==> src/hdl/clkern_pkg.sv <==
// Shared constants, codes and types of the center loss kernel.
// Used by the channel interfaces and by every module of the block but clkern_ram.
package clkern_pkg;

   // Default sizes of the center table.
   localparam int NUM_CLASSES_DEF = 16;
   localparam int FEATURE_DIM_DEF = 128;

   // Field widths of the channels.
   localparam int CLASS_W = 5;
   localparam int ELEM_W  = 7;
   localparam int FEAT_W  = 32;
   localparam int DIFF_W  = 33;
   localparam int SQ_W    = 63;
   localparam int RATE_W  = 17;

   // Shared multiplier operand and product widths.
   localparam int MUL_W  = 33;
   localparam int PROD_W = 2 * MUL_W;

   // Width of the rounded update adjustment and of the new center before saturation.
   localparam int ADJ_W = 35;
   localparam int NEWC_W = 36;

   // Rate register limits and reset value (Q1.16).
   localparam logic [RATE_W-1:0] RATE_ONE   = 17'd65536;
   localparam logic [RATE_W-1:0] RATE_RESET = 17'd32768;

   // Largest magnitude whose square still fits below 2^63.
   localparam logic [DIFF_W-1:0] SQRT_LIMIT = 33'd3037000499;
   localparam logic [SQ_W-1:0]   SQ_MAX     = {SQ_W{1'b1}};

   // Rounding offset of one half in Q.16.
   localparam logic [50:0] ROUND_HALF = 51'd32768;

   // Request kinds.
   localparam logic REQ_SAMPLE = 1'b0;
   localparam logic REQ_UPDATE = 1'b1;

   // Command to the shared multiplier.
   typedef struct packed {
      logic                    en;
      logic signed [MUL_W-1:0] a;
      logic signed [MUL_W-1:0] b;
   } mul_req_type;

endpackage

==> src/hdl/clkern_mul.sv <==
// Shared signed multiplier with a registered product.
// Depends on clkern_pkg for the command struct and widths.
module clkern_mul (
   input  logic                                    clock,
   input  clkern_pkg::mul_req_type                 mul_req,
   output logic signed [clkern_pkg::PROD_W-1:0]    prod
);

   logic signed [clkern_pkg::PROD_W-1:0] prod_ff;

   // The product only changes when the sequencer asks for a new one.
   always_ff @(posedge clock) begin
      if (mul_req.en) begin
         prod_ff <= mul_req.a * mul_req.b;
      end
   end

   assign prod = prod_ff;

endmodule

==> config.mk <==
export PLATFORM = sky130hd
export DESIGN_NAME = clkern_mul
export DESIGN_NICKNAME = d
export VERILOG_FILES = /design/src/hdl/clkern_pkg.sv /design/src/hdl/clkern_mul.sv
export SDC_FILE = /design/constraint.sdc
export NUM_CORES = 2
export LEC_CHECK = 0
export BUFFER_PORTS_ARGS = -buffer_cell sky130_fd_sc_hd__clkbuf_2
export CELL_PAD_IN_SITES_DETAIL_PLACEMENT = 1
export CELL_PAD_IN_SITES_GLOBAL_PLACEMENT = 1
export CORE_UTILIZATION = 30
export DETAILED_ROUTE_END_ITERATION = 7
export PLACE_DENSITY = 0.51
export REMOVE_ABC_BUFFERS = 1
export SLEW_MARGIN = 10
export SYNTH_ARGS = -nofsm -noshare
export SYNTH_HDL_FRONTEND = slang
export SYNTH_SLANG_ARGS = --single-unit
==> constraint.sdc <==
create_clock -name clock -period 10 [get_ports clock]
set_input_delay 0.5 -clock clock [delete_from_list [all_inputs] [get_ports clock]]
set_output_delay 0.5 -clock clock [all_outputs]
set_load 0.05 [all_outputs]
Word-level counts from Yosys, hierarchy flattened
Cells that the tools add are included.
Widths: inputs -> output; s select.

cells by class
  multipliers = 1

operators by type and width
  operator        number
  $mul 33x33->66  1

storage, ports and cells
  logic and storage cells = 2
  output and inout port bits = 66
  register bits after elaboration = 66

Depth between registers and ports, before layout
  word-level depth = 1
  gate-level depth with buffers = 27
  mapped depth without buffers = 26

Worst setup path after synthesis
OpenSTA, ideal clock, no wires.

  path kind = input-to-reg
  from = in mul_req[65] (netlist bit)
  to = reg prod_ff, in the netlist prod[62] (data pin)
  buffers on the path = 2
  stages = 23
  data arrival time = 7.596 ns
  path slack = 2.135 ns
  required time = 9.731 ns
  setup time = 0.269 ns
  cells stage by stage = clkbuf_1 -> nand2_1 -> inv_1 -> fa_1 -> fa_1 -> fa_1 -> fa_1 -> fa_1 -> fa_1 -> fa_1 -> inv_1 -> fa_1 -> inv_1 -> ha_1 -> clkbuf_1 -> and3_1 -> nand3_1 -> nand2b_1 -> a2111oi_4 -> a211oi_4 -> a21o_2 -> a211oi_2 -> a211oi_2

between the ends
  cells in the longest elaborated chain, start to end = 1

RTL lines
  element               line              RTL
  start, declared       clkern_mul.sv:5   input clkern_pkg::mul_req_type mul_req,
  $mul 33x33->66        clkern_mul.sv:14  prod_ff <= mul_req.a * mul_req.b;
  end signal, assigned  clkern_mul.sv:14
  end, declared         clkern_mul.sv:9   logic signed [clkern_pkg::PROD_W-1:0] prod_ff;

No other way between the ends.
A chain may end at the register's enable or synchronous reset.

Final worst setup path
  from = in mul_req[9] (netlist bit)
  to = reg prod_ff, in the netlist prod[64] (data pin)

The elaborated chain is that of the path after synthesis.

==> flow_summary.ini <==
[cts]
cts_max_level = 3
post_cts.repair.setup_buffers = 0
clkTransAtPathRegs_ns = 0.07
clock-root-buffer = clkbuf_16
holdBufCountCts = 0
cts-resized-gates = 0
cts_made_buffers = 9
clk_path_buf_depth = 2
tritoncts = yes
cts.sinks = 66

[timing]
rsz0062_at_grt = no
finalHoldViolCount = 0
slew_violations = 0
period_minus_slack_ns = 8.56
finalSetupViolCount = 0
finalCritPeriodShare_pct = 85.6
tightest_slew_ns = 1.05
timing.fmax_mhz = 117
maxSlewHeadroom_pct = 29.7
setup_tns_ns = 0

[floorplanning]
core_sq_um = 136000
ioPinCount = 134
die-area_sq_um = 139000
fp.dieH_microns = 373
std_cell_rows = 135
dieWidth_microns = 373
initial_core_util_pct = 30.4

[final_layout]
drive_above_1_share_pct = 5.80
seqCellArea_sq_um = 1980
syn2layout_area_growth_pct = 6.90
multi_input_area_sq_um = 34300
largest_reg_flops = 66
nets = 5757
nFillCells = 15600

[critical_path]
arrival_ns = 8.75
slowest_stage = fa_1
path_max_fanout = 28
cp_common_cell = fa_1
path_cells = clkbuf_2, nand2_1, fa_1, fa_1, fa_1, inv_1, fa_1, fa_1, fa_1, fa_1, inv_1, fa_1, inv_1, ha_1, nand4_1, nor3_1, o311ai_4, nand3_2, a211oi_1, a311oi_1
cp.required_ns = 10.19
critical_path_class = input port to flip-flop
cp-end-kind = flip-flop
crit_path_start_kind = input port
crit_start = mul_req[9]
max_stage_delay_ns = 1.19

[synthesis]
synth-seq-area-share_pct = 4.79
ys.flop_type = edfxtp_1
synthArstFlopShare_pct = 0
syn_inst = 4338
yosysTopAreaCell = fa_1
mappedNetlistArea_sq_um = 41400
yosys.cell_count.top_type = fa_1
ys_warn_count = 0
synth-edff-count = 66
ys_ff_latch = 66
synth_area_per_cell_sq_um = 9.54
ys_top_cells_by_area = fa_1 (55%), inv_1 (10%), and2_1 (8.5%)
synth_commonest_cells = fa_1 (1145), inv_1 (1131), and2_1 (562)
synth_cell_types = 80
synth_top_cell_area_share_pct = 55.4

[placement]
numPortBuffers = 133
hpwl_microns = 115000
gp_congestion = 0.827

[job]
cap_violations = 0

[global_routing]
grt_overflow = 0
antenna_found_initial = 11
grt_pass1_vias = 33200
grt_usage_pct = 19.7
grt_first_pass_wirelength_microns = 207000
grt_max_degree = 47

[run_status]
outcome = finished, final reports clean

[min_path]
min_from = mul_req[66]
hold_class = input port to flip-flop

[routing]
first_iter_violations = 1210
firstDrtPassIters = 5
wirelength_microns = 133000
routedWlPerCell_microns = 21.7
final_antenna_net_count = 0
vias = 28300
detail_route.vias_per_cell = 4.63
drc = 0
## layer usage
metal  global-route usage (%)  wire length, microns  part of all wire [%]  vias to the layer above
met5                        0                     0                     0                        -
met4                     2.66                  1730                   1.3                        0
met3                     2.28                  5030                   3.8                       79
met2                     33.9                 65300                    49                      459
met1                     27.0                 60700                    46                    15400
li1                         -                     -                     -                    12400
## worst max-delay path, delay by kind of cell
kind / cells / cell delay, ns
AND/OR/NAND/NOR: 4 / 1.27
adder cells (fa/ha/maj): 9 / 5.38
AO/OA/AOI/OAI: 3 / 0.69
buffers and inverters: 4 / 0.83
## cell type report
class / instances / share of cell area, %
antenna: 4 / 0.0226
clock buffer: 9 / 0.509
clock inverter: 6 / 0.153
inverter: 1131 / 9.59
multi-input combinational: 2920 / 77.5
sequential: 66 / 4.48
tap: 1781 / 5.04
timing repair buffer: 199 / 2.66
## path summary, 6_finish.rpt
kind                  endpoint  slack, ns  cells after the start
worst max-delay path  prod[64]       1.44                     20
worst min-delay path   prod[8]       0.53                      1
## metrics by stage
stage	area, sq um	utilization (%)	setup slack [ns]	std cells	hold slack [ns]
3_3_place_gp	43900	32.3	0.993	6097	0.941
6_report	44300	32.5	1.44	6116	0.533
2_1_floorplan	40500	-	2.49	4117	0.612
4_1_cts	44200	32.5	1.41	6112	0.514
3_5_place_dp	43900	32.3	0.998	6097	0.935
5_1_grt	44200	32.5	1.05	6112	0.525
## placed cells by master (no fill, tap or decap), drive strengths merged, types with 11 or more instances in the layout
cell and count:
fa 1145, nand3 26, edfxtp 66, inv 1132, nand2 551, xnor2 43
nand4 12, clkbuf 141, a211oi 11, o21bai 11, a21o 38, ha 217
nand2b 12, and2 563, xor2 25, o21ai 33, a21oi 61, nor2 68
buf 67
## logic make-up after synthesis
family / Yosys count / synth area share [%]
adders and majority gates: 1362 / 61.9
buffers and inverters: 1352 / 12.3
and+or+nand+nor: 1271 / 15.5
AOI/OAI and AO/OA: 219 / 4.00
xor gates and xnor gates: 68 / 1.44
DFF: 66 / 4.79
Power is left out: the tool's default activity adds up to more than one toggle a clock period on the data nets, which glitch-free logic cannot reach.
