--- config.mk ---
export PLATFORM = sky130hd
export DESIGN_NAME = clkern_seq_flat
export DESIGN_NICKNAME = d
export VERILOG_FILES = /design/src/hdl/clkern_pkg.sv /design/src/hdl/clkern_if.sv /design/src/hdl/clkern_seq.sv /design/src/flat_wrapper.sv
export SDC_FILE = /design/constraint.sdc
export NUM_CORES = 1
export LEC_CHECK = 0
export ABC_AREA = 1
export BUFFER_PORTS_ARGS = -buffer_cell sky130_fd_sc_hd__buf_4
export CORE_ASPECT_RATIO = 0.5
export CORE_MARGIN = 3
export CORE_UTILIZATION = 55
export CTS_BUF_LIST = sky130_fd_sc_hd__clkbuf_4 sky130_fd_sc_hd__clkbuf_8 sky130_fd_sc_hd__clkbuf_16
export CTS_CLUSTER_DIAMETER = 150
export DETAILED_ROUTE_END_ITERATION = 6
export PLACE_DENSITY = 0.88
export SETUP_SLACK_MARGIN = 0.05
export SLEW_MARGIN = 20
export SYNTH_ARGS = -nofsm -noshare
export SYNTH_HDL_FRONTEND = slang
export SYNTH_SLANG_ARGS = --single-unit
--- constraint.sdc ---
create_clock -name clock -period 12.2 [get_ports clock]
set_input_delay 3.66 -clock clock [delete_from_list [all_inputs] [get_ports clock]]
set_output_delay 3.66 -clock clock [all_outputs]
set_load 0.005 [all_outputs]
--- src/hdl/clkern_pkg.sv ---
// Shared constants, codes and types of the center loss kernel.
// Used by the channel interfaces and by every module of the block but clkern_ram.
package clkern_pkg;

   // Default sizes of the center table.
   localparam int NUM_CLASSES_DEF = 16;
   localparam int FEATURE_DIM_DEF = 128;

   // Field widths of the channels.
   localparam int CLASS_W = 5;
   localparam int ELEM_W  = 7;
   localparam int FEAT_W  = 32;
   localparam int DIFF_W  = 33;
   localparam int SQ_W    = 63;
   localparam int RATE_W  = 17;

   // Shared multiplier operand and product widths.
   localparam int MUL_W  = 33;
   localparam int PROD_W = 2 * MUL_W;

   // Width of the rounded update adjustment and of the new center before saturation.
   localparam int ADJ_W = 35;
   localparam int NEWC_W = 36;

   // Rate register limits and reset value (Q1.16).
   localparam logic [RATE_W-1:0] RATE_ONE   = 17'd65536;
   localparam logic [RATE_W-1:0] RATE_RESET = 17'd32768;

   // Largest magnitude whose square still fits below 2^63.
   localparam logic [DIFF_W-1:0] SQRT_LIMIT = 33'd3037000499;
   localparam logic [SQ_W-1:0]   SQ_MAX     = {SQ_W{1'b1}};

   // Rounding offset of one half in Q.16.
   localparam logic [50:0] ROUND_HALF = 51'd32768;

   // Request kinds.
   localparam logic REQ_SAMPLE = 1'b0;
   localparam logic REQ_UPDATE = 1'b1;

   // Command to the shared multiplier.
   typedef struct packed {
      logic                    en;
      logic signed [MUL_W-1:0] a;
      logic signed [MUL_W-1:0] b;
   } mul_req_type;

endpackage

--- src/hdl/clkern_if.sv ---
// Valid/ready channel interfaces of the center loss kernel.
// Depends on clkern_pkg for the field widths.
interface clkern_req_if;
   logic                                     valid;
   logic                                     ready;
   logic                                     req_type;
   logic        [clkern_pkg::CLASS_W-1:0]    class_index;
   logic        [clkern_pkg::ELEM_W-1:0]     element_index;
   logic signed [clkern_pkg::FEAT_W-1:0]     feature_value;

   modport source (output valid, req_type, class_index, element_index, feature_value,
                   input ready);
   modport sink   (input valid, req_type, class_index, element_index, feature_value,
                   output ready);
endinterface

interface clkern_rsp_if;
   logic                                     valid;
   logic                                     ready;
   logic signed [clkern_pkg::DIFF_W-1:0]     difference;
   logic        [clkern_pkg::SQ_W-1:0]       squared_error;
   logic                                     no_label;
   logic                                     update_done;

   modport source (output valid, difference, squared_error, no_label, update_done,
                   input ready);
   modport sink   (input valid, difference, squared_error, no_label, update_done,
                   output ready);
endinterface

--- src/hdl/clkern_seq.sv ---
// Sequencer and datapath of the center loss kernel: clear pass, sample and update passes.
// Depends on clkern_pkg and the channel interfaces; drives the two table RAMs and the multiplier.
module clkern_seq #(
   parameter int NUM_CLASSES = clkern_pkg::NUM_CLASSES_DEF,
   parameter int FEATURE_DIM = clkern_pkg::FEATURE_DIM_DEF
) (
   input  logic                                    clock,
   input  logic                                    reset,
   clkern_req_if.sink                              req_ch,
   clkern_rsp_if.source                            rsp_ch,
   input  logic [clkern_pkg::RATE_W-1:0]           alpha,
   // Read side shared by both tables.
   output logic [$clog2(NUM_CLASSES*FEATURE_DIM)-1:0] rd_addr,
   input  logic signed [clkern_pkg::FEAT_W-1:0]    cen_rd_data,
   input  logic signed [clkern_pkg::DIFF_W-1:0]    del_rd_data,
   // Center table write.
   output logic                                    cen_wr_en,
   output logic [$clog2(NUM_CLASSES*FEATURE_DIM)-1:0] cen_wr_addr,
   output logic signed [clkern_pkg::FEAT_W-1:0]    cen_wr_data,
   // Delta table write.
   output logic                                    del_wr_en,
   output logic [$clog2(NUM_CLASSES*FEATURE_DIM)-1:0] del_wr_addr,
   output logic signed [clkern_pkg::DIFF_W-1:0]    del_wr_data,
   // Shared multiplier.
   output clkern_pkg::mul_req_type                 mul_req,
   input  logic signed [clkern_pkg::PROD_W-1:0]    prod
);

   localparam int DEPTH  = NUM_CLASSES * FEATURE_DIM;
   localparam int ADDR_W = $clog2(DEPTH);
   localparam logic [ADDR_W-1:0] LAST_ADDR = ADDR_W'(DEPTH - 1);

   typedef enum logic [10:0] {
      ST_CLEAR = 11'b000_0000_0001,
      ST_IDLE  = 11'b000_0000_0010,
      ST_RD    = 11'b000_0000_0100,
      ST_DIFF  = 11'b000_0000_1000,
      ST_MAG   = 11'b000_0001_0000,
      ST_MUL   = 11'b000_0010_0000,
      ST_URD   = 11'b000_0100_0000,
      ST_UMUL  = 11'b000_1000_0000,
      ST_UADJ  = 11'b001_0000_0000,
      ST_UWR   = 11'b010_0000_0000,
      ST_FIN   = 11'b100_0000_0000
   } state_type;

   // Control registers.
   state_type                               state_ff, state_in;
   logic [ADDR_W-1:0]                       cnt_ff, cnt_in;
   logic                                    rsp_valid_ff, rsp_valid_in;

   // Working registers.
   logic [ADDR_W-1:0]                       addr_ff, addr_in;
   logic signed [clkern_pkg::FEAT_W-1:0]    feat_ff, feat_in;
   logic signed [clkern_pkg::FEAT_W-1:0]    cen_ff, cen_in;
   logic signed [clkern_pkg::DIFF_W-1:0]    diff_ff, diff_in;
   logic [clkern_pkg::FEAT_W-1:0]           mag_ff, mag_in;
   logic                                    sat_ff, sat_in;
   logic                                    sq_use_ff, sq_use_in;
   logic                                    nolabel_ff, nolabel_in;
   logic                                    upd_ff, upd_in;
   logic signed [clkern_pkg::ADJ_W-1:0]     adj_ff, adj_in;

   // Output register.
   logic signed [clkern_pkg::DIFF_W-1:0]    rsp_diff_ff, rsp_diff_in;
   logic [clkern_pkg::SQ_W-1:0]             rsp_sq_ff, rsp_sq_in;
   logic                                    rsp_nolabel_ff, rsp_nolabel_in;
   logic                                    rsp_upd_ff, rsp_upd_in;

   // Intermediate values.
   logic                                    accept;
   logic                                    out_free;
   logic                                    cls_ok;
   logic                                    elem_ok;
   logic [ADDR_W-1:0]                       idx;
   logic signed [clkern_pkg::DIFF_W-1:0]    diff_new;
   logic signed [clkern_pkg::DIFF_W-1:0]    diff_neg;
   logic [clkern_pkg::DIFF_W-1:0]           mag_full;
   logic [50:0]                             rnd;
   logic signed [clkern_pkg::NEWC_W-1:0]    newc;
   logic signed [clkern_pkg::FEAT_W-1:0]    newc_sat;

   assign req_ch.ready = (state_ff == ST_IDLE);
   assign accept       = req_ch.valid && req_ch.ready;
   assign out_free     = !rsp_valid_ff || rsp_ch.ready;

   // Label and element checks, and the table entry of a sample.
   assign cls_ok  = int'(req_ch.class_index) < NUM_CLASSES;
   assign elem_ok = int'(req_ch.element_index) < FEATURE_DIM;
   assign idx     = ADDR_W'(req_ch.class_index) * ADDR_W'(FEATURE_DIM)
                    + ADDR_W'(req_ch.element_index);

   // Difference of the feature and the stored center.
   assign diff_new = {feat_ff[clkern_pkg::FEAT_W-1], feat_ff}
                     - {cen_rd_data[clkern_pkg::FEAT_W-1], cen_rd_data};
   assign diff_neg = -diff_ff;
   assign mag_full = diff_ff[clkern_pkg::DIFF_W-1] ? diff_neg : diff_ff;

   // Round alpha times delta to Q16.16 with ties toward plus infinity.
   assign rnd = prod[50:0] + clkern_pkg::ROUND_HALF;

   // New center with saturation to the signed 32-bit range.
   assign newc = {{(clkern_pkg::NEWC_W-clkern_pkg::FEAT_W){cen_ff[clkern_pkg::FEAT_W-1]}},
                  cen_ff}
                 - {adj_ff[clkern_pkg::ADJ_W-1], adj_ff};

   always_comb begin
      if (newc[clkern_pkg::NEWC_W-1:clkern_pkg::FEAT_W-1] == '0 ||
          newc[clkern_pkg::NEWC_W-1:clkern_pkg::FEAT_W-1] == '1) begin
         newc_sat = newc[clkern_pkg::FEAT_W-1:0];
      end else if (newc[clkern_pkg::NEWC_W-1]) begin
         newc_sat = {1'b1, {(clkern_pkg::FEAT_W-1){1'b0}}};
      end else begin
         newc_sat = {1'b0, {(clkern_pkg::FEAT_W-1){1'b1}}};
      end
   end

   // Table ports.
   assign rd_addr     = (state_ff == ST_URD) ? cnt_ff : addr_ff;
   assign cen_wr_en   = (state_ff == ST_CLEAR) || (state_ff == ST_UWR);
   assign cen_wr_addr = cnt_ff;
   assign cen_wr_data = (state_ff == ST_UWR) ? newc_sat : '0;
   assign del_wr_en   = (state_ff == ST_CLEAR) || (state_ff == ST_UWR) || (state_ff == ST_MAG);
   assign del_wr_addr = (state_ff == ST_MAG) ? addr_ff : cnt_ff;
   assign del_wr_data = (state_ff == ST_MAG) ? diff_neg : '0;

   // Multiplier operands: the magnitude squared, or alpha times the pending delta.
   always_comb begin
      mul_req.en = (state_ff == ST_MUL) || (state_ff == ST_UMUL);
      if (state_ff == ST_UMUL) begin
         mul_req.a = del_rd_data;
         mul_req.b = {{(clkern_pkg::MUL_W-clkern_pkg::RATE_W){1'b0}}, alpha};
      end else begin
         mul_req.a = {{(clkern_pkg::MUL_W-clkern_pkg::FEAT_W){1'b0}}, mag_ff};
         mul_req.b = {{(clkern_pkg::MUL_W-clkern_pkg::FEAT_W){1'b0}}, mag_ff};
      end
   end

   // Sequencer next state and register updates.
   always_comb begin
      state_in       = state_ff;
      cnt_in         = cnt_ff;
      rsp_valid_in   = rsp_valid_ff;
      addr_in        = addr_ff;
      feat_in        = feat_ff;
      cen_in         = cen_ff;
      diff_in        = diff_ff;
      mag_in         = mag_ff;
      sat_in         = sat_ff;
      sq_use_in      = sq_use_ff;
      nolabel_in     = nolabel_ff;
      upd_in         = upd_ff;
      adj_in         = adj_ff;
      rsp_diff_in    = rsp_diff_ff;
      rsp_sq_in      = rsp_sq_ff;
      rsp_nolabel_in = rsp_nolabel_ff;
      rsp_upd_in     = rsp_upd_ff;

      // A waiting result leaves once it is taken.
      if (rsp_valid_ff && rsp_ch.ready) begin
         rsp_valid_in = 1'b0;
      end

      case (state_ff)
         ST_CLEAR: begin
            cnt_in = cnt_ff + 1'b1;
            if (cnt_ff == LAST_ADDR) begin
               cnt_in   = '0;
               state_in = ST_IDLE;
            end
         end
         ST_IDLE: begin
            if (accept) begin
               addr_in    = idx;
               feat_in    = req_ch.feature_value;
               diff_in    = '0;
               sq_use_in  = 1'b0;
               nolabel_in = 1'b0;
               upd_in     = 1'b0;
               cnt_in     = '0;
               if (req_ch.req_type == clkern_pkg::REQ_UPDATE) begin
                  upd_in   = 1'b1;
                  state_in = ST_URD;
               end else if (!cls_ok) begin
                  nolabel_in = 1'b1;
                  state_in   = ST_FIN;
               end else if (!elem_ok) begin
                  state_in = ST_FIN;
               end else begin
                  state_in = ST_RD;
               end
            end
         end
         ST_RD: begin
            state_in = ST_DIFF;
         end
         ST_DIFF: begin
            diff_in   = diff_new;
            sq_use_in = 1'b1;
            state_in  = ST_MAG;
         end
         ST_MAG: begin
            mag_in   = mag_full[clkern_pkg::FEAT_W-1:0];
            sat_in   = mag_full > clkern_pkg::SQRT_LIMIT;
            state_in = ST_MUL;
         end
         ST_MUL: begin
            state_in = ST_FIN;
         end
         ST_URD: begin
            state_in = ST_UMUL;
         end
         ST_UMUL: begin
            cen_in   = cen_rd_data;
            state_in = ST_UADJ;
         end
         ST_UADJ: begin
            adj_in   = rnd[50:16];
            state_in = ST_UWR;
         end
         ST_UWR: begin
            cnt_in = cnt_ff + 1'b1;
            if (cnt_ff == LAST_ADDR) begin
               cnt_in   = '0;
               state_in = ST_FIN;
            end else begin
               state_in = ST_URD;
            end
         end
         ST_FIN: begin
            if (out_free) begin
               rsp_valid_in   = 1'b1;
               rsp_diff_in    = diff_ff;
               rsp_sq_in      = !sq_use_ff ? '0 :
                                sat_ff     ? clkern_pkg::SQ_MAX :
                                             prod[clkern_pkg::SQ_W-1:0];
               rsp_nolabel_in = nolabel_ff;
               rsp_upd_in     = upd_ff;
               state_in       = ST_IDLE;
            end
         end
         default: begin
            state_in = ST_IDLE;
         end
      endcase
   end

   always_ff @(posedge clock) begin
      if (reset) begin
         state_ff     <= ST_CLEAR;
         cnt_ff       <= '0;
         rsp_valid_ff <= 1'b0;
      end else begin
         state_ff     <= state_in;
         cnt_ff       <= cnt_in;
         rsp_valid_ff <= rsp_valid_in;
      end
   end

   always_ff @(posedge clock) begin
      addr_ff        <= addr_in;
      feat_ff        <= feat_in;
      cen_ff         <= cen_in;
      diff_ff        <= diff_in;
      mag_ff         <= mag_in;
      sat_ff         <= sat_in;
      sq_use_ff      <= sq_use_in;
      nolabel_ff     <= nolabel_in;
      upd_ff         <= upd_in;
      adj_ff         <= adj_in;
      rsp_diff_ff    <= rsp_diff_in;
      rsp_sq_ff      <= rsp_sq_in;
      rsp_nolabel_ff <= rsp_nolabel_in;
      rsp_upd_ff     <= rsp_upd_in;
   end

   assign rsp_ch.valid         = rsp_valid_ff;
   assign rsp_ch.difference    = rsp_diff_ff;
   assign rsp_ch.squared_error = rsp_sq_ff;
   assign rsp_ch.no_label      = rsp_nolabel_ff;
   assign rsp_ch.update_done   = rsp_upd_ff;

endmodule

--- src/flat_wrapper.sv ---
// flat-port wrapper written by rule: the top's interface ports become plain ports
module clkern_seq_flat 
#(
   parameter int NUM_CLASSES = clkern_pkg::NUM_CLASSES_DEF,
   parameter int FEATURE_DIM = clkern_pkg::FEATURE_DIM_DEF
)
  (clock, reset, alpha, rd_addr, cen_rd_data, del_rd_data, cen_wr_en, cen_wr_addr, cen_wr_data, del_wr_en, del_wr_addr, del_wr_data, mul_req, prod, req_ch_valid, req_ch_req_type, req_ch_class_index, req_ch_element_index, req_ch_feature_value, req_ch_ready, rsp_ch_valid, rsp_ch_difference, rsp_ch_squared_error, rsp_ch_no_label, rsp_ch_update_done, rsp_ch_ready);
  clkern_req_if req_ch_i ();
  clkern_rsp_if rsp_ch_i ();
  input  logic clock;
  input  logic reset;
  input  logic [clkern_pkg::RATE_W-1:0] alpha;
  output logic [$clog2(NUM_CLASSES*FEATURE_DIM)-1:0] rd_addr;
  input  logic signed [clkern_pkg::FEAT_W-1:0] cen_rd_data;
  input  logic signed [clkern_pkg::DIFF_W-1:0] del_rd_data;
  output logic cen_wr_en;
  output logic [$clog2(NUM_CLASSES*FEATURE_DIM)-1:0] cen_wr_addr;
  output logic signed [clkern_pkg::FEAT_W-1:0] cen_wr_data;
  output logic del_wr_en;
  output logic [$clog2(NUM_CLASSES*FEATURE_DIM)-1:0] del_wr_addr;
  output logic signed [clkern_pkg::DIFF_W-1:0] del_wr_data;
  output clkern_pkg::mul_req_type mul_req;
  input  logic signed [clkern_pkg::PROD_W-1:0] prod;
  input wire logic [$bits(req_ch_i.valid)-1:0] req_ch_valid;
  input wire logic [$bits(req_ch_i.req_type)-1:0] req_ch_req_type;
  input wire logic [$bits(req_ch_i.class_index)-1:0] req_ch_class_index;
  input wire logic [$bits(req_ch_i.element_index)-1:0] req_ch_element_index;
  input wire logic [$bits(req_ch_i.feature_value)-1:0] req_ch_feature_value;
  output wire logic [$bits(req_ch_i.ready)-1:0] req_ch_ready;
  output wire logic [$bits(rsp_ch_i.valid)-1:0] rsp_ch_valid;
  output wire logic [$bits(rsp_ch_i.difference)-1:0] rsp_ch_difference;
  output wire logic [$bits(rsp_ch_i.squared_error)-1:0] rsp_ch_squared_error;
  output wire logic [$bits(rsp_ch_i.no_label)-1:0] rsp_ch_no_label;
  output wire logic [$bits(rsp_ch_i.update_done)-1:0] rsp_ch_update_done;
  input wire logic [$bits(rsp_ch_i.ready)-1:0] rsp_ch_ready;
  assign req_ch_i.valid = req_ch_valid;
  assign req_ch_i.req_type = req_ch_req_type;
  assign req_ch_i.class_index = req_ch_class_index;
  assign req_ch_i.element_index = req_ch_element_index;
  assign req_ch_i.feature_value = req_ch_feature_value;
  assign req_ch_ready = req_ch_i.ready;
  assign rsp_ch_valid = rsp_ch_i.valid;
  assign rsp_ch_difference = rsp_ch_i.difference;
  assign rsp_ch_squared_error = rsp_ch_i.squared_error;
  assign rsp_ch_no_label = rsp_ch_i.no_label;
  assign rsp_ch_update_done = rsp_ch_i.update_done;
  assign rsp_ch_i.ready = rsp_ch_ready;
  clkern_seq #(.NUM_CLASSES(NUM_CLASSES), .FEATURE_DIM(FEATURE_DIM)) u_core (.clock(clock), .reset(reset), .req_ch(req_ch_i), .rsp_ch(rsp_ch_i), .alpha(alpha), .rd_addr(rd_addr), .cen_rd_data(cen_rd_data), .del_rd_data(del_rd_data), .cen_wr_en(cen_wr_en), .cen_wr_addr(cen_wr_addr), .cen_wr_data(cen_wr_data), .del_wr_en(del_wr_en), .del_wr_addr(del_wr_addr), .del_wr_data(del_wr_data), .mul_req(mul_req), .prod(prod));
endmodule
Yosys cells after proc, flatten, opt, wreduce, memory -nomap -nowiden. Cells that the tools add are included.

Register bits after elaboration: 300. Input port bits: 197. Output and inout bits: 267. Word-level logic and storage cells: 86.

Add/subtract/negate cells: 6. Order comparisons: 2. Equal/unequal tests: 16. Multiplexer cells: 28. Reduce and logical (&&, ||, !) cells: 17.

Operators by type and width (number): case mux 11 bit (11 select lines) (1); 2-to-1 mux 11 bit (10); 2-to-1 mux 33 bit (3); 2-to-1 mux 32 bit (3); 2-to-1 mux 66 bit (1); case mux 33 bit (2 select lines) (1); 2-to-1 mux 63 bit (1); adder 51 x 16 -> 51 bit, second input constant (1); subtractor 32 x 35 -> 36 bit (1); > comparator 33 x 32 -> 1 bit, second input constant (1); negator 33 bit (1); subtractor 32 x 32 -> 33 bit (1); == test 11 bit, second input constant (2); case mux 11 bit (2 select lines) (1); adder 11 x 1 -> 11 bit, second input constant (1); adder 11 x 7 -> 11 bit (1); == test 11 x 1 -> 1 bit, second input constant (1); == test 11 x 10 -> 1 bit, second input constant (1); == test 11 x 2 -> 1 bit, second input constant (1); == test 11 x 3 -> 1 bit, second input constant (1); == test 11 x 4 -> 1 bit, second input constant (1); == test 11 x 5 -> 1 bit, second input constant (1); == test 11 x 6 -> 1 bit, second input constant (1); == test 11 x 7 -> 1 bit, second input constant (1); 16 further kinds (31).

Depth between registers and ports, before layout.
Depth in word-level cells: 5. Mapped depth: 23. Mapped depth without buffers: 21.

Worst setup path after synthesis. No wires, ideal clock.

Kind: in2reg. Start: input rsp_ch_ready. End: register u_core.rsp_diff_ff, in the netlist u_core.rsp_ch.difference[0], enable pin. Setup time: 0.556 ns. Arrival time: 7.772 ns. Required time: 11.644 ns. Setup slack: 3.872 ns. Cell stages on the path: 2. Buffers on the path: 0. Path through: nor2_1 nor2_1.

Cells in the longest elaborated chain, start to end: 2.

RTL lines: start, declared (line flat_wrapper.sv:35) `input wire logic [$bits(rsp_ch_i.ready)-1:0] rsp_ch_ready;`; logical OR 1 bit (line clkern_seq.sv:85) `assign out_free = !rsp_valid_ff || rsp_ch.ready;`; AND reduction 2 bit (no source line); end signal, assigned (line clkern_seq.sv:271) `rsp_diff_ff <= rsp_diff_in;`; end, declared (line clkern_seq.sv:65) `logic signed [clkern_pkg::DIFF_W-1:0] rsp_diff_ff, rsp_diff_in;`.

Every way passes these cells. A chain may end at the register's enable or synchronous reset.

Final worst setup path.
Start: register u_core.cen_ff[0] in the netlist's numbering. End: output cen_wr_data[12] in the netlist's numbering.

Cells in the longest elaborated chain, start to end: 5. Elaborated cells between the ends (all ways): 7. Those cells by class: add/sub: 1; eq/ne: 1; mux: 3; reduce/logical: 2.

RTL lines: start, declared (line clkern_seq.sv:55) `logic signed [clkern_pkg::FEAT_W-1:0] cen_ff, cen_in;`; start signal, assigned (line clkern_seq.sv:263) `cen_ff <= cen_in;`; subtractor 32 x 35 -> 36 bit * (line clkern_seq.sv:105) `- {adj_ff[clkern_pkg::ADJ_W-1], adj_ff};`; == test 5 bit / logical NOT 5 bit (equally long branches) (line clkern_seq.sv:109, clkern_seq.sv:108); logical OR 1 bit (line clkern_seq.sv:108) `if (newc[clkern_pkg::NEWC_W-1:clkern_pkg::FEAT_W-1] == '0 ||`; 2-to-1 mux 32 bit * (line clkern_seq.sv:108); 2-to-1 mux 32 bit * (line clkern_seq.sv:122) `assign cen_wr_data = (state_ff == ST_UWR) ? newc_sat : '0;`; end, declared (line flat_wrapper.sv:18) `output logic signed [clkern_pkg::FEAT_W-1:0] cen_wr_data;`.

Every way passes the cells marked *; elsewhere a longest branch is shown, timed or not.

==> results.yml <==
placement:
  dpl.hpwl_um: 46500
  total_placed_cells_including_tap_cells: 3192
  dpl_worst_slack_ns: 4.40
  portBuffers: 459
  globalplace.congestion: 0.987
  postPlaceCellArea_sq_um: 22400
detailed_routing:
  drt_first_iter_violations: 1287
  post_dr_wirelength_cell_um: 18.3
  viasPerCell: 5.40
  detail_route.first_pass.iterations: 6
  ant_nets: 0
  total_number_of_vias: 17512
  final_routed_wirelength_um: 59400
  route.detailed.drc: 0
grt:
  globalRouteTotalUtil: 0.320
  grt_start_max_net_pins: 66
  grtUsageMet1: 0.410
  first_global_vias: 16494
  busiest_layer: "met2"
  use_met2: 0.546
  first_pass_grt_wire_length_um: 89700
  gr-usage-met3: 0.0604
  global_route.overflow_total: 0
  grt_antenna_before_repair: 0
setup_path:
  path_class: "reg2out"
  crit_required_ns: 8.54
  timing.critical_path.mode_cell: "sky130_fd_sc_hd__nand2_1"
  critical_path.top_delay_family: "simple AND/OR/NAND/NOR gates"
  critPathMaxFanout: 30
  critical-path-max-stage-delay_ns: 0.80
  timing.critical_path.depth: 21
  critPathArrivalTime_ns: 4.35
  rr_worst_depth: 6
  critical_path_buf_inv_count: 4
  crit_chain: "inv_1 -> ha_1 -> inv_1 -> fa_1 -> nand2_1 -> nand2_1 -> nand3_1 -> nand2_1 -> nand2_1 -> nand2_2 -> nand2_1 -> nand2_1 -> nand2_1 -> nand2_1 -> nor2_1 -> nand3_1 -> nand2_1 -> nand3_1 -> nand2_1 -> inv_1 -> buf_4"
  cp-start-kind: "register"
  crit_slowest_cell: "sky130_fd_sc_hd__nand2_1"
  worst_setup_path_end_kind: "primary output"
min_path:
  worstHoldPathType: "reg2reg"
  min_path_cells: 0
power_and_ir_drop:
  power_density_nw_per_um2: 102
  power.leakage_uw: 0.0111
  power.ir.vdd_worst_mv: 0.101
logic_synthesis:
  synthMostInstantiatedCell: "sky130_fd_sc_hd__nand2_1"
  top_cells_by_area_in_the_synthesized_netlist: "sky130_fd_sc_hd__edfxtp_1 (45%), sky130_fd_sc_hd__nand2_1 (13%), sky130_fd_sc_hd__inv_1 (7.3%)"
  synth-main-ff-cell: "sky130_fd_sc_hd__edfxtp_1"
  synthDistinctLibCells: 56
  postSynthAreaPerCell_sq_um: 7.91
  synthesis.yosys.warnings: 0
  syn_nets: 2609
  yosys_register_bits: 300
  postSynthCellCount: 2339
  synth_top_cell_by_area: "sky130_fd_sc_hd__edfxtp_1"
  syn_area_sq_um: 18500
  synth_sequential_area_ratio: 0.474
  number_of_synthesized_flops_with_an_enable_pin: 277
  synth-async-reset-ratio: 0
  yosys.area.top_type_share: 0.449
  yosys-top-cells-count: "sky130_fd_sc_hd__nand2_1 (623), sky130_fd_sc_hd__inv_1 (360), sky130_fd_sc_hd__nor2_1 (305)"
cells_and_area:
  final_layout_size_suffix_gt1_frac: 0.213
  finish.cell_count_without_fillers: 3244
  n_antenna_cell: 0
  stdcell_area_sq_um: 23400
  synthesis_to_finish_area_growth_pct: 26.6
  finish.utilization: 0.723
  nets: 3060
clock_tree:
  cts.path.max_buffers: 3
  root_buffer_selected_by_cts: "sky130_fd_sc_hd__clkbuf_16"
  insertion_delay_ns: 0.56
  cts.repair_timing.setup_buffer_count: 0
  tritoncts_num_sinks: 300
  numCtsBuffers: 28
  cts_tree: "built"
  cts_max_level: 1
  cts_hold_repair.buffers: 0
  ctsResizeCount: 0
  cts.reportedPaths.clkPinSlew_ns: 0.07
floorplanning:
  placeableCoreArea_sq_um: 32400
  die-area_sq_um: 36000
  initial_core_util: 0.571
  dieWidth_um: 265
  std_cell_rows: 46
  ioPinCount: 464
  fp.dieH_um: 136
job:
  cap_viol_max_count: 0
sta:
  grt_setup_unrepaired: "false"
  timing.final.setup_violations: 0
  postLayoutSetupSlackWorst_ns: 4.19
  post_layout_minimum_cycle_time_ns: 8.01
  maximum_clock_rate_mhz: 125
  final_worst_clock_skew_ns: 0.0111
  timing.max_slew.rel_slack: 0.285
  min_period_over_period: 0.657
  tightestPinTransition_ns: 1.07
  hold_viol_final: 0
  fin_tns_setup_ns: 0
  final-max-slew-violation-count: 0
outcome:
  outcome: "finished clean"
[logic make-up (layout without fill, tap and decap cells)]
| kind of cell | count (synthesis) | count (layout) | share of synthesized area |
|---|---|---|---|
| other cells | 1 | 1 | 0.000203 |
| buf+inv | 437 | 910 | 0.0914 |
| compound gates | 281 | 281 | 0.0839 |
| simple gates | 1176 | 1176 | 0.266 |
| xor+xnor | 71 | 71 | 0.0336 |
| flops | 300 | 300 | 0.474 |
| fa+ha+maj | 73 | 73 | 0.0502 |
[cell type report]
cell class / count / area, sq um
clock buffers: 30 / 733
clock inverters: 22 / 324
fillers: 2445 / 8970
inverters: 387 / 1460
multi-input cells: 1602 / 8070
flip-flops and latches: 300 / 8780
well taps: 432 / 541
repair buffers: 471 / 3540
[per-layer routing]
layer	wire (um)	vias to the layer above
met2	28300	832
met3	5100	135
met4	2420	0
met5	0	-
met1	23600	8062
li1	-	8483
[cells in the final DEF (no fill, tap or decap), types with 24 or more instances in the layout]
| cell | synthesis | routed |
|---|---|---|
| sky130_fd_sc_hd__a21oi_1 | 133 | 133 |
| sky130_fd_sc_hd__buf_4 | 2 | 471 |
| sky130_fd_sc_hd__clkbuf_16 | 0 | 29 |
| sky130_fd_sc_hd__edfxtp_1 | 277 | 277 |
| sky130_fd_sc_hd__ha_1 | 71 | 71 |
| sky130_fd_sc_hd__inv_1 | 360 | 360 |
| sky130_fd_sc_hd__inv_2 | 25 | 24 |
| sky130_fd_sc_hd__nand2_1 | 623 | 622 |
| sky130_fd_sc_hd__nand2_2 | 23 | 24 |
| sky130_fd_sc_hd__nand3_1 | 112 | 112 |
| sky130_fd_sc_hd__nand4_1 | 37 | 37 |
| sky130_fd_sc_hd__nor2_1 | 305 | 303 |
| sky130_fd_sc_hd__nor3_1 | 32 | 32 |
| sky130_fd_sc_hd__o21ai_0 | 82 | 81 |
| sky130_fd_sc_hd__xor2_1 | 53 | 53 |
[worst reg2reg max path, cell delays in order, from the launching register on]
cell,delay (ns)
sky130_fd_sc_hd__dfxtp_1,0.33
sky130_fd_sc_hd__nor2_1,0.19
sky130_fd_sc_hd__nand2_1,0.11
sky130_fd_sc_hd__nor2_1,0.22
sky130_fd_sc_hd__nand4_1,0.23
sky130_fd_sc_hd__nor2_4,0.82
sky130_fd_sc_hd__buf_4,0.79
[registers in the layout, indices dropped and copies added (netlist names)]
| signal | flops |
|---|---|
| u_core.rsp_ch.update_done | 1 |
| u_core.sq_use_ff | 1 |
| u_core.state_ff | 11 |
| u_core.sat_ff | 1 |
| u_core.rsp_ch.valid | 1 |
| u_core.diff_ff | 33 |
| u_core.rsp_ch.difference | 33 |
| u_core.rsp_ch.squared_error | 63 |
| u_core.nolabel_ff | 1 |
| u_core.rsp_ch.no_label | 1 |
| u_core.feat_ff | 32 |
| u_core.mag_ff | 32 |
| u_core.cen_ff | 32 |
| u_core.adj_ff | 35 |
| u_core.cen_wr_addr | 11 |
| u_core.addr_ff | 11 |
| u_core.upd_ff | 1 |
[power by group]
part	total, uW	internal, uW	leakage, uW	switching (uW)
sequential	1150	1130	0.00265	12.1
clock	1010	606	0.000509	405
combinational	227	93.9	0.00796	133
total	2380	1830	0.0111	550
[metrics by stage]
stage	hold slack [ns]	total power, uW
after CTS	0.420	2390
after floorplan	0.400	1280
after global placement	0.401	1380
after detailed placement	0.408	1390
final	0.421	2380
after global routing	0.421	2450
[final timing paths]
kind / startpoint / to / slack (ns)
setup reg to reg: u_core.state_ff[2]$_SDFFE_PP0P_ / u_core.rsp_ch.squared_error[37]$_SDFFCE_PN0P_ / 9.03
hold / removal: u_core.upd_ff$_DFFE_PP_ / u_core.rsp_ch.update_done$_DFFE_PP_ / 0.42
hold reg to reg: u_core.upd_ff$_DFFE_PP_ / u_core.rsp_ch.update_done$_DFFE_PP_ / 0.42
setup / recovery: u_core.cen_ff[0]$_DFFE_PP_ / cen_wr_data[12] / 4.19
Power figures use the tool's default switching activity.
